`src/sv/column_stream_heap_merger_macros.svh`:
```
// ----------------------------------------------------------------------------
// Column stream heap merger assertion macros
// Shared concurrent assertion wrappers; define ASSERT_OFF to drop them.
// ----------------------------------------------------------------------------
`ifndef COLUMN_STREAM_HEAP_MERGER_MACROS_SVH
`define COLUMN_STREAM_HEAP_MERGER_MACROS_SVH

`ifndef ASSERT_OFF

// Same-cycle implication, masked during reset
`define CSHM_ASSERT_IMP(label, clk, rst, ante, cons) \
   label: assert property (@(posedge clk) disable iff (rst) (ante) |-> (cons)) \
      else $error("cshm assertion failed");

// Next-cycle implication, masked during reset
`define CSHM_ASSERT_NXT(label, clk, rst, ante, cons) \
   label: assert property (@(posedge clk) disable iff (rst) (ante) |=> (cons)) \
      else $error("cshm assertion failed");

`else

`define CSHM_ASSERT_IMP(label, clk, rst, ante, cons)
`define CSHM_ASSERT_NXT(label, clk, rst, ante, cons)

`endif

`endif

```
`src/sv/cshm_pkg.sv`:
```
// ----------------------------------------------------------------------------
// Column stream heap merger package
// Port widths, operation and status codes, controller/datapath interface types.
// ----------------------------------------------------------------------------
package cshm_pkg;

   // Fixed port widths
   localparam int ROW_PORT_W   = 32;
   localparam int COL_W        = 6;
   localparam int COUNT_PORT_W = 7;

   // Operation codes
   localparam logic [1:0] OP_INSERT  = 2'd0;
   localparam logic [1:0] OP_POP     = 2'd1;
   localparam logic [1:0] OP_REPLACE = 2'd2;

   // Status codes
   localparam logic [1:0] STATUS_OK    = 2'd0;
   localparam logic [1:0] STATUS_EMPTY = 2'd1;
   localparam logic [1:0] STATUS_FULL  = 2'd2;

   // Read port 0 address source
   typedef enum logic [2:0] {
      RD_NONE,
      RD_ROOT,
      RD_LAST,
      RD_CHILDREN,
      RD_PARENT
   } rd_sel_type;

   // Write data source, always written at the hole index
   typedef enum logic [1:0] {
      WR_NONE,
      WR_CARRY,
      WR_CHILD,
      WR_PARENT
   } wr_sel_type;

   // Hole index update
   typedef enum logic [2:0] {
      IDX_HOLD,
      IDX_ZERO,
      IDX_COUNT,
      IDX_CHILD,
      IDX_PARENT
   } idx_sel_type;

   // Commands from controller to datapath
   typedef struct packed {
      logic        latch_req;
      logic        set_status;
      logic [1:0]  status_code;
      logic        load_pop;
      logic        dec_count;
      logic        inc_count;
      logic        load_carry_last;
      logic        load_carry_new;
      idx_sel_type idx_sel;
      rd_sel_type  rd_sel;
      wr_sel_type  wr_sel;
   } cmd_type;

   // Status from datapath to controller
   typedef struct packed {
      logic [1:0] op;
      logic       empty;
      logic       full;
      logic       last_one;
      logic       idx_zero;
      logic       up_less;
      logic       down_move;
   } stat_type;

endpackage

```
`src/sv/cshm_datapath.sv`:
```
// ----------------------------------------------------------------------------
// Column stream heap merger datapath
// Heap memory with two registered read ports, hole index, carried entry,
// key comparators and result registers.
// ----------------------------------------------------------------------------
`include "column_stream_heap_merger_macros.svh"

module cshm_datapath #(
   parameter int MAX_COLUMNS = 64,
   parameter int ROW_BITS    = 32
) (
   input  logic                                clock,
   input  logic                                reset,
   input  cshm_pkg::cmd_type                   cmd,
   output cshm_pkg::stat_type                  stat,
   input  logic [1:0]                          req_operation,
   input  logic [cshm_pkg::ROW_PORT_W-1:0]     req_row_value,
   input  logic [cshm_pkg::COL_W-1:0]          req_column_id,
   output logic [cshm_pkg::ROW_PORT_W-1:0]     rsp_out_row,
   output logic [cshm_pkg::COL_W-1:0]          rsp_out_column,
   output logic                                rsp_out_valid,
   output logic [cshm_pkg::ROW_PORT_W-1:0]     rsp_top_row,
   output logic [cshm_pkg::COL_W-1:0]          rsp_top_column,
   output logic                                rsp_top_valid,
   output logic [cshm_pkg::COUNT_PORT_W-1:0]   rsp_entry_count,
   output logic [1:0]                          rsp_status
);

   localparam int IDX_W   = $clog2(MAX_COLUMNS);
   localparam int CNT_W   = $clog2(MAX_COLUMNS + 1);
   localparam int CW      = IDX_W + 2;
   localparam int ENTRY_W = ROW_BITS + cshm_pkg::COL_W;

   // Heap memory and registered read data; an entry is {row, column}, so a
   // plain unsigned compare orders by row and then by column
   logic [ENTRY_W-1:0] heap_mem_ff [MAX_COLUMNS];
   logic [ENTRY_W-1:0] rd0_ff;
   logic [ENTRY_W-1:0] rd1_ff;

   logic [1:0]                  req_op_ff;
   logic [ROW_BITS-1:0]         req_row_ff;
   logic [cshm_pkg::COL_W-1:0]  req_col_ff;
   logic [ENTRY_W-1:0]          carry_ff;
   logic [IDX_W-1:0]            idx_ff;
   logic [CNT_W-1:0]            count_ff;
   logic [ENTRY_W-1:0]          pop_ff;
   logic                        pop_valid_ff;
   logic [1:0]                  status_ff;

   logic [IDX_W-1:0]            idx_in;
   logic [CW-1:0]               l_idx;
   logic [CW-1:0]               r_idx;
   logic [CW-1:0]               n_ext;
   logic                        l_ok;
   logic                        r_ok;
   logic                        best_is_l;
   logic [ENTRY_W-1:0]          best_val;
   logic                        r_better;
   logic [IDX_W-1:0]            child_idx;
   logic [ENTRY_W-1:0]          child_data;
   logic [IDX_W-1:0]            parent_idx;
   logic [IDX_W-1:0]            last_idx;
   logic [IDX_W-1:0]            rd0_addr;
   logic                        rd0_en;
   logic                        rd1_en;
   logic [ENTRY_W-1:0]          wr_data;
   logic                        wr_en;
   logic [cshm_pkg::COL_W-1:0]  new_col;

   // Child and parent positions of the hole
   assign l_idx      = {1'b0, idx_ff, 1'b1};
   assign r_idx      = l_idx + CW'(1);
   assign n_ext      = CW'(count_ff);
   assign l_ok       = l_idx < n_ext;
   assign r_ok       = r_idx < n_ext;
   assign parent_idx = (idx_ff - IDX_W'(1)) >> 1;
   assign last_idx   = IDX_W'(count_ff - CNT_W'(1));

   // Pick the smallest of carried entry and both children
   assign best_is_l  = l_ok && (rd0_ff < carry_ff);
   assign best_val   = best_is_l ? rd0_ff : carry_ff;
   assign r_better   = r_ok && (rd1_ff < best_val);
   assign child_idx  = r_better ? r_idx[IDX_W-1:0] : l_idx[IDX_W-1:0];
   assign child_data = r_better ? rd1_ff : rd0_ff;

   // Status towards the controller
   assign stat.op        = req_op_ff;
   assign stat.empty     = count_ff == CNT_W'(0);
   assign stat.full      = count_ff >= CNT_W'(MAX_COLUMNS);
   assign stat.last_one  = count_ff == CNT_W'(1);
   assign stat.idx_zero  = idx_ff == IDX_W'(0);
   assign stat.up_less   = carry_ff < rd0_ff;
   assign stat.down_move = best_is_l || r_better;

   // Select read address, write data and next hole index
   always_comb begin
      rd0_en   = 1'b1;
      rd1_en   = 1'b0;
      rd0_addr = IDX_W'(0);
      case (cmd.rd_sel)
         cshm_pkg::RD_ROOT:     rd0_addr = IDX_W'(0);
         cshm_pkg::RD_LAST:     rd0_addr = last_idx;
         cshm_pkg::RD_CHILDREN: begin
            rd0_addr = l_idx[IDX_W-1:0];
            rd1_en   = 1'b1;
         end
         cshm_pkg::RD_PARENT:   rd0_addr = parent_idx;
         default:               rd0_en   = 1'b0;
      endcase

      wr_en   = 1'b1;
      wr_data = carry_ff;
      case (cmd.wr_sel)
         cshm_pkg::WR_CARRY:  wr_data = carry_ff;
         cshm_pkg::WR_CHILD:  wr_data = child_data;
         cshm_pkg::WR_PARENT: wr_data = rd0_ff;
         default:             wr_en   = 1'b0;
      endcase

      idx_in = idx_ff;
      case (cmd.idx_sel)
         cshm_pkg::IDX_ZERO:   idx_in = IDX_W'(0);
         cshm_pkg::IDX_COUNT:  idx_in = IDX_W'(count_ff);
         cshm_pkg::IDX_CHILD:  idx_in = child_idx;
         cshm_pkg::IDX_PARENT: idx_in = parent_idx;
         default:              idx_in = idx_ff;
      endcase
   end

   // Replacement inherits the popped column
   assign new_col = (req_op_ff == cshm_pkg::OP_REPLACE) ?
                    pop_ff[cshm_pkg::COL_W-1:0] : req_col_ff;

   // Heap memory ports
   always_ff @(posedge clock) begin
      if (wr_en) begin
         heap_mem_ff[idx_ff] <= wr_data;
      end
      if (rd0_en) begin
         rd0_ff <= heap_mem_ff[rd0_addr];
      end
      if (rd1_en) begin
         rd1_ff <= heap_mem_ff[r_idx[IDX_W-1:0]];
      end
   end

   // Hold request, carried entry and hole index
   always_ff @(posedge clock) begin
      if (cmd.latch_req) begin
         req_op_ff  <= req_operation;
         req_row_ff <= ROW_BITS'(req_row_value);
         req_col_ff <= req_column_id;
      end
      if (cmd.load_carry_last) begin
         carry_ff <= rd0_ff;
      end else if (cmd.load_carry_new) begin
         carry_ff <= {req_row_ff, new_col};
      end
      idx_ff <= idx_in;
   end

   // Count, popped entry and status
   always_ff @(posedge clock) begin
      if (reset) begin
         count_ff     <= '0;
         pop_valid_ff <= 1'b0;
         status_ff    <= cshm_pkg::STATUS_OK;
      end else begin
         if (cmd.dec_count) begin
            count_ff <= count_ff - CNT_W'(1);
         end else if (cmd.inc_count) begin
            count_ff <= count_ff + CNT_W'(1);
         end
         if (cmd.latch_req) begin
            pop_valid_ff <= 1'b0;
            status_ff    <= cshm_pkg::STATUS_OK;
         end else begin
            if (cmd.load_pop) begin
               pop_valid_ff <= 1'b1;
            end
            if (cmd.set_status) begin
               status_ff <= cmd.status_code;
            end
         end
      end
   end

   always_ff @(posedge clock) begin
      if (cmd.latch_req) begin
         pop_ff <= '0;
      end else if (cmd.load_pop) begin
         pop_ff <= rd0_ff;
      end
   end

   // Result fields; the top is the root read just before the strobe
   assign rsp_out_row     = cshm_pkg::ROW_PORT_W'(pop_ff[ENTRY_W-1:cshm_pkg::COL_W]);
   assign rsp_out_column  = pop_ff[cshm_pkg::COL_W-1:0];
   assign rsp_out_valid   = pop_valid_ff;
   assign rsp_top_valid   = count_ff != CNT_W'(0);
   assign rsp_top_row     = rsp_top_valid ?
                            cshm_pkg::ROW_PORT_W'(rd0_ff[ENTRY_W-1:cshm_pkg::COL_W]) : '0;
   assign rsp_top_column  = rsp_top_valid ? rd0_ff[cshm_pkg::COL_W-1:0] : '0;
   assign rsp_entry_count = cshm_pkg::COUNT_PORT_W'(count_ff);
   assign rsp_status      = status_ff;

   // Checks
   `CSHM_ASSERT_IMP(a_count_bound, clock, reset, 1'b1, count_ff <= CNT_W'(MAX_COLUMNS))
   `CSHM_ASSERT_IMP(a_empty_no_pop, clock, reset, status_ff == cshm_pkg::STATUS_EMPTY, !pop_valid_ff)
   `CSHM_ASSERT_NXT(a_dec_after_pop, clock, reset, cmd.load_pop, pop_valid_ff && !cmd.load_pop)

endmodule

```
`src/sv/cshm_ctrl.sv`:
```
// ----------------------------------------------------------------------------
// Column stream heap merger controller
// Sequences decode, root pop, sift-down, sift-up and final root read.
// ----------------------------------------------------------------------------
`include "column_stream_heap_merger_macros.svh"

module cshm_ctrl (
   input  logic               clock,
   input  logic               reset,
   input  logic               start,
   output logic               busy,
   output logic               rsp_strobe,
   input  cshm_pkg::stat_type stat,
   output cshm_pkg::cmd_type  cmd
);

   typedef enum logic [3:0] {
      S_IDLE,
      S_DECODE,
      S_POP_ROOT,
      S_POP_LAST,
      S_DOWN_RD,
      S_DOWN_CMP,
      S_PUSH_INIT,
      S_UP_RD,
      S_UP_CMP,
      S_FIN_RD,
      S_DONE
   } state_type;

   state_type state_ff;
   state_type state_in;

   // Hold state
   always_ff @(posedge clock) begin
      if (reset) begin
         state_ff <= S_IDLE;
      end else begin
         state_ff <= state_in;
      end
   end

   assign busy       = state_ff != S_IDLE;
   assign rsp_strobe = state_ff == S_DONE;

   // Next state and commands
   always_comb begin
      state_in            = state_ff;
      cmd.latch_req       = 1'b0;
      cmd.set_status      = 1'b0;
      cmd.status_code     = cshm_pkg::STATUS_OK;
      cmd.load_pop        = 1'b0;
      cmd.dec_count       = 1'b0;
      cmd.inc_count       = 1'b0;
      cmd.load_carry_last = 1'b0;
      cmd.load_carry_new  = 1'b0;
      cmd.idx_sel         = cshm_pkg::IDX_HOLD;
      cmd.rd_sel          = cshm_pkg::RD_NONE;
      cmd.wr_sel          = cshm_pkg::WR_NONE;
      case (state_ff)
         S_IDLE: begin
            if (start) begin
               cmd.latch_req = 1'b1;
               state_in      = S_DECODE;
            end
         end
         S_DECODE: begin
            if (stat.op == cshm_pkg::OP_INSERT) begin
               if (stat.full) begin
                  cmd.set_status  = 1'b1;
                  cmd.status_code = cshm_pkg::STATUS_FULL;
                  state_in        = S_FIN_RD;
               end else begin
                  state_in = S_PUSH_INIT;
               end
            end else if (stat.op == cshm_pkg::OP_POP || stat.op == cshm_pkg::OP_REPLACE) begin
               if (stat.empty) begin
                  cmd.set_status  = 1'b1;
                  cmd.status_code = cshm_pkg::STATUS_EMPTY;
                  state_in        = S_FIN_RD;
               end else begin
                  cmd.rd_sel = cshm_pkg::RD_ROOT;
                  state_in   = S_POP_ROOT;
               end
            end else begin
               state_in = S_FIN_RD;
            end
         end
         S_POP_ROOT: begin
            cmd.load_pop  = 1'b1;
            cmd.dec_count = 1'b1;
            if (!stat.last_one) begin
               cmd.rd_sel = cshm_pkg::RD_LAST;
               state_in   = S_POP_LAST;
            end else if (stat.op == cshm_pkg::OP_REPLACE) begin
               state_in = S_PUSH_INIT;
            end else begin
               state_in = S_FIN_RD;
            end
         end
         S_POP_LAST: begin
            cmd.load_carry_last = 1'b1;
            cmd.idx_sel         = cshm_pkg::IDX_ZERO;
            state_in            = S_DOWN_RD;
         end
         S_DOWN_RD: begin
            cmd.rd_sel = cshm_pkg::RD_CHILDREN;
            state_in   = S_DOWN_CMP;
         end
         S_DOWN_CMP: begin
            if (stat.down_move) begin
               cmd.wr_sel  = cshm_pkg::WR_CHILD;
               cmd.idx_sel = cshm_pkg::IDX_CHILD;
               state_in    = S_DOWN_RD;
            end else begin
               cmd.wr_sel = cshm_pkg::WR_CARRY;
               state_in   = (stat.op == cshm_pkg::OP_REPLACE) ? S_PUSH_INIT : S_FIN_RD;
            end
         end
         S_PUSH_INIT: begin
            cmd.load_carry_new = 1'b1;
            cmd.idx_sel        = cshm_pkg::IDX_COUNT;
            state_in           = S_UP_RD;
         end
         S_UP_RD: begin
            if (stat.idx_zero) begin
               cmd.wr_sel    = cshm_pkg::WR_CARRY;
               cmd.inc_count = 1'b1;
               state_in      = S_FIN_RD;
            end else begin
               cmd.rd_sel = cshm_pkg::RD_PARENT;
               state_in   = S_UP_CMP;
            end
         end
         S_UP_CMP: begin
            if (stat.up_less) begin
               cmd.wr_sel  = cshm_pkg::WR_PARENT;
               cmd.idx_sel = cshm_pkg::IDX_PARENT;
               state_in    = S_UP_RD;
            end else begin
               cmd.wr_sel    = cshm_pkg::WR_CARRY;
               cmd.inc_count = 1'b1;
               state_in      = S_FIN_RD;
            end
         end
         S_FIN_RD: begin
            cmd.rd_sel = cshm_pkg::RD_ROOT;
            state_in   = S_DONE;
         end
         S_DONE: begin
            state_in = S_IDLE;
         end
         default: begin
            state_in = S_IDLE;
         end
      endcase
   end

   // Checks
   `CSHM_ASSERT_NXT(a_strobe_single, clock, reset, rsp_strobe, !rsp_strobe)
   `CSHM_ASSERT_NXT(a_accept_busy, clock, reset, start && !busy, busy)
   `CSHM_ASSERT_IMP(a_no_dual_count, clock, reset, 1'b1, !(cmd.inc_count && cmd.dec_count))

endmodule

```
`src/sv/column_stream_heap_merger.sv`:
```
// ----------------------------------------------------------------------------
// Column stream heap merger
// Binary min-heap of (row, column) entries for k-way merging of column lists.
// ----------------------------------------------------------------------------
// Usage:
//   Input: a transaction is taken at a rising edge with start high and busy
//   low; it carries an operation (insert, pop, pop-and-replace), a row and a
//   column. Busy stays high from the next cycle until the result is shown.
//   Output: exactly one result per transaction, shown for one cycle with
//   rsp_strobe high; the receiver cannot stall, so it must take it then.
//   Each result gives the popped entry, the new smallest entry, the count
//   and a status (pop on empty and insert into full are flagged, ignored).
//   The time from the accepting edge to the strobe is set by the heap levels
//   walked, each level being read and then written through a single write port.
//   A refused or unused transaction goes straight to the final root read; an
//   insert climbs from the new last slot (read parent, compare, write); a pop
//   reads the root and, unless it was the last entry, moves the last entry
//   to the root and descends (read children, compare, write); a replace pops,
//   then climbs as an insert does. One transaction at a time: the next is
//   taken at the earliest in the cycle after the strobe.
//   Reset clears the entry count, status and controller; memory contents are
//   never used before being written, and the block accepts work right after.
// ----------------------------------------------------------------------------
module column_stream_heap_merger #(
   parameter int MAX_COLUMNS = 64,
   parameter int ROW_BITS    = 32
) (
   input  logic                                clock,
   input  logic                                reset,
   input  logic                                start,
   output logic                                busy,
   input  logic [1:0]                          req_operation,
   input  logic [cshm_pkg::ROW_PORT_W-1:0]     req_row_value,
   input  logic [cshm_pkg::COL_W-1:0]          req_column_id,
   output logic                                rsp_strobe,
   output logic [cshm_pkg::ROW_PORT_W-1:0]     rsp_out_row,
   output logic [cshm_pkg::COL_W-1:0]          rsp_out_column,
   output logic                                rsp_out_valid,
   output logic [cshm_pkg::ROW_PORT_W-1:0]     rsp_top_row,
   output logic [cshm_pkg::COL_W-1:0]          rsp_top_column,
   output logic                                rsp_top_valid,
   output logic [cshm_pkg::COUNT_PORT_W-1:0]   rsp_entry_count,
   output logic [1:0]                          rsp_status
);

   cshm_pkg::cmd_type  cmd;
   cshm_pkg::stat_type stat;

   // Sequencer
   cshm_ctrl u_ctrl (
      .clock      (clock),
      .reset      (reset),
      .start      (start),
      .busy       (busy),
      .rsp_strobe (rsp_strobe),
      .stat       (stat),
      .cmd        (cmd)
   );

   // Heap storage and compare
   cshm_datapath #(
      .MAX_COLUMNS (MAX_COLUMNS),
      .ROW_BITS    (ROW_BITS)
   ) u_datapath (
      .clock           (clock),
      .reset           (reset),
      .cmd             (cmd),
      .stat            (stat),
      .req_operation   (req_operation),
      .req_row_value   (req_row_value),
      .req_column_id   (req_column_id),
      .rsp_out_row     (rsp_out_row),
      .rsp_out_column  (rsp_out_column),
      .rsp_out_valid   (rsp_out_valid),
      .rsp_top_row     (rsp_top_row),
      .rsp_top_column  (rsp_top_column),
      .rsp_top_valid   (rsp_top_valid),
      .rsp_entry_count (rsp_entry_count),
      .rsp_status      (rsp_status)
   );

endmodule

```
`config.mk`:
```
export PLATFORM = sky130hd
export DESIGN_NAME = column_stream_heap_merger
export DESIGN_NICKNAME = d
export VERILOG_FILES = /design/src/sv/cshm_pkg.sv /design/src/sv/cshm_datapath.sv /design/src/sv/cshm_ctrl.sv /design/src/sv/column_stream_heap_merger.sv
export VERILOG_INCLUDE_DIRS = /design/src /design/src/sv
export SDC_FILE = /design/constraint.sdc
export NUM_CORES = 2
export LEC_CHECK = 0
export BUFFER_PORTS_ARGS = -buffer_cell sky130_fd_sc_hd__buf_4
export CAP_MARGIN = 0
export CORE_MARGIN = 2
export CORE_UTILIZATION = 50
export DETAILED_ROUTE_END_ITERATION = 10
export PLACE_DENSITY_LB_ADDON = 0.08
export SYNTH_ARGS = -nofsm -noshare
export SYNTH_HDL_FRONTEND = slang
export SYNTH_SLANG_ARGS = --single-unit
```
`constraint.sdc`:
```
create_clock -name clock -period 11.6 [get_ports clock]
set_input_delay 1.74 -clock clock [delete_from_list [all_inputs] [get_ports clock]]
set_output_delay 1.74 -clock clock [all_outputs]
set_load 0.01 [all_outputs]
```
==> impl_metrics.csv <==
group,metric,value,unit
status,status,"finished, violations left",
status,violations,"capacitance limit, slew limit",
floorplanning,die_w,486.1,um
timing,worst_pin_slew,1.510,ns
logic_synthesis,synth_cell_types,75,
logic_synthesis,syn-num-nets,9042,
critical_path,cp.required,12.24,ns
min_path,hp-class,"flip-flop to flip-flop",
place,dp.cells,11690,
place,placed_cell_area,121500,sq um
timing,setup_viol,0,
power,power.internal,0.02053,W
clock_network,h-tree-depth,5,
detailed_routing,drt_first_pass_iters,8,
clock_network,clockRootBuffer,"clkbuf_16",
timing,slew_headroom,-0.009084,
final_layout,finalCoreUtilization,0.5663,
logic_synthesis,synthCells,8905,
final_layout,drive_gt1_frac,0.1373,
logic_synthesis,seq_area_frac_synth,0.6786,
final_layout,layout_common_cells,"edfxtp_1, nand2_1, nand3_1, a21oi_1, buf_4",
detailed_routing,drt-total-wl,471.5,mm
final_layout,fill_cells,18510,
clock_network,cts_resized,0,
detailed_routing,wire_per_inst,38.60,um
global_routing,grtUsageTotal,0.3924,
final_layout,nets,9100,
place,dpl.hpwl,265.8,mm
final_layout,area_growth,12.34,%
logic_synthesis,synth.top_cell.area_share,0.6696,
clock_network,clock_sinks,2644,
floorplanning,pin_count,132,
timing,hold_slack,0.4591,ns
clock_network,clock_path_buffers,4,
global_routing,grt_max_degree,148,
detailed_routing,drc_errors,0,
critical_path,critical_path_class,"flip-flop to flip-flop",
logic_synthesis,synth.area.top_cells,"edfxtp_1, nand2_1, mux4_2",
clock_network,holdBufCountCts,0,
timing,final_max_slew_viol_count,19,
global_routing,grt_antenna_before_repair,50,
detailed_routing,ant_nets,0,
logic_synthesis,yosysWarnings,0,
logic_synthesis,synth-edff-count,2592,
clock_network,path_clk_slew,0.06,ns
floorplanning,design.die.area,236300,sq um
detailed_routing,vias,84470,
critical_path,critPathArrivalTime,9.10,ns
logic_synthesis,synth_area_per_cell,13.05,sq um
timing,hold_viol,0,
final_layout,final_common_cell,"edfxtp_1",
timing,tns,0,ns
critical_path,worstSetupEndpointType,"flip-flop",
logic_synthesis,synth_area,116200,sq um
power,pwr-share-clk,0.262,
place,routabilityCongestion,0.9960,
power,switching_share,0.4059,
floorplanning,core-area,230600,sq um
power,ir_drop,0.2300,mV
power,power.density,264.7,nW/um^2
power,switching_power,0.01403,W
clock_network,cts_setup_buffers,0,
floorplanning,die_y,486.1,um
logic_synthesis,synthArstFlopShare,0,
job,cap_violations,1,
final_layout,final_cells,12220,
place,numPortBuffers,131,
timing,timing.final.crit_period,8.460,ns
global_routing,gr-total-overflow,0,
critical_path,critPathMaxFanout,43,
detailed_routing,drtIter0Drc,15800,
detailed_routing,via_per_inst,6.915,
logic_synthesis,ys_ff_latch,2644,
clock_network,cts_buffers,299,
logic_synthesis,synthFlopType,"edfxtp_1",
global_routing,grt_pass1_vias,77380,
timing,skew,0.07508,ns
clock_network,clkLatencyLatePin,0.95,ns
power,comb_power_share,0.387,
floorplanning,rows,176,
clock_network,cts_tree,"built",
timing,max_freq,0.1182,GHz
logic_synthesis,synth_top_area_cell,"edfxtp_1",
final_layout,fin_area,130600,sq um
floorplanning,initial_core_util,0.5041,
power,seqPwrFrac,0.351,
timing,grt_setup_unrepaired,"false",
timing,period_share,0.7293,
power,leakage,45.22,nW
critical_path,crit_path_start_kind,"flip-flop",
global_routing,grt_pass1_wl,640.9,mm
-- sequential cells by signal (all words and copies together) (netlist names) --
register,flops
u_datapath.pop_ff,38
u_datapath.rsp_entry_count,7
u_datapath.rsp_out_valid,1
u_datapath.req_col_ff,6
u_datapath.rsp_status,2
u_datapath.carry_ff,38
u_datapath.req_row_ff,32
u_datapath.idx_ff,6
u_ctrl.state_ff,4
u_datapath.rd1_ff,38
u_datapath.rd0_ff,38
u_datapath.heap_mem_ff,2432
u_datapath.req_op_ff,2
-- synth_stat cells (80+ instances only) --
| cell type | count |
|---|---|
| nand3_1 | 711 |
| o22ai_1 | 108 |
| o21ai_0 | 98 |
| ha_1 | 94 |
| mux4_2 | 304 |
| buf_1 | 94 |
| and2_1 | 80 |
| buf_2 | 113 |
| clkbuf_1 | 420 |
| and3_1 | 277 |
| nand2_1 | 2428 |
| mux2i_1 | 278 |
| edfxtp_1 | 2592 |
| a21oi_1 | 376 |
| nor2_1 | 109 |
| a31oi_1 | 225 |
-- cell families (layout without fill, tap and decap cells) --
logic type               Yosys count  count (layout)  share of synthesized area
XOR/XNOR                          17              17                   0.001281
AND/OR/NAND/NOR                 3741            3741                     0.1393
multiplexers                     614             614                    0.08594
other                              0              14                          0
AO/OA/AOI/OAI                   1106            1106                    0.06122
buffers and inverters            689             959                    0.02350
adder cells (fa/ha/maj)           94              94                    0.01012
flip-flops                      2644            2644                     0.6786
-- metrics by stage --
step	worst slack, ns	power (W)
detailed placement	3.388	0.02509
global route	2.787	0.03536
finish	3.140	0.03456
floorplan	2.268	0.01919
global placement	3.402	0.02510
CTS	3.343	0.03403
-- critical path, stage by stage, from the launching register on --
cell and delay (ns):
edfxtp_1 0.46, inv_1 0.07, ha_1 0.31, a41oi_1 0.21, o21ai_0 0.19, a221o_1 0.36, o31a_1 0.29, nor3_1 0.83
nor2_4 0.08, buf_4 0.33, mux2i_1 0.18, ha_1 0.32, a21o_1 0.18, a21o_1 0.20, a2111oi_0 1.00, nand2_1 0.13
nor4bb_1 0.56, a21oi_1 0.17, a21oi_1 0.52, o21ai_4 0.11, buf_4 0.34, a221o_2 0.84, buf_4 0.40
-- metal layers --
metal	global-route usage	share of wire	vias to the layer above
met5	0	0.00052	-
met4	0.1735	0.051	36
met3	0.1233	0.15	1199
met2	0.5540	0.42	6782
met1	0.5583	0.38	42830
li1	-	-	33620
-- final timing paths --
path	startpoint	end	slack [ns]	cells after the start
worst max-delay path	u_datapath.rd0_ff[13]	u_datapath.heap_mem_ff[42][5]	3.14	22
worst min-delay path	u_datapath.pop_ff[20]	u_datapath.pop_ff[20]	0.46	2
worst max register to register	u_datapath.rd0_ff[13]	u_datapath.heap_mem_ff[42][5]	3.14	22
worst min register to register	u_datapath.pop_ff[20]	u_datapath.pop_ff[20]	0.46	2
-- power groups by stage --
stage | Combinational (W) | Sequential, W | Clock [W]
after CTS | 0.0128 | 0.0121 | 0.00909
after global routing | 0.0138 | 0.0121 | 0.00945
after global placement | 0.0128 | 0.0123 | 0
final | 0.0134 | 0.0121 | 0.00906
after floorplan | 0.00708 | 0.0121 | 0
after detailed placement | 0.0128 | 0.0123 | 0
-- layout make-up --
cell class | instances | area, sq um | area share
tap | 3026 | 3786 | 0.02900
inverter | 61 | 236.5 | 0.001811
clock inverter | 137 | 1110 | 0.008499
timing repair buffer | 385 | 3088 | 0.02365
antenna | 14 | 35.03 | 0.0002683
sequential | 2644 | 78880 | 0.6041
multi-input combinational | 5572 | 35510 | 0.2720
clock buffer | 376 | 7930 | 0.06073
Power figures use the tool's default switching activity.
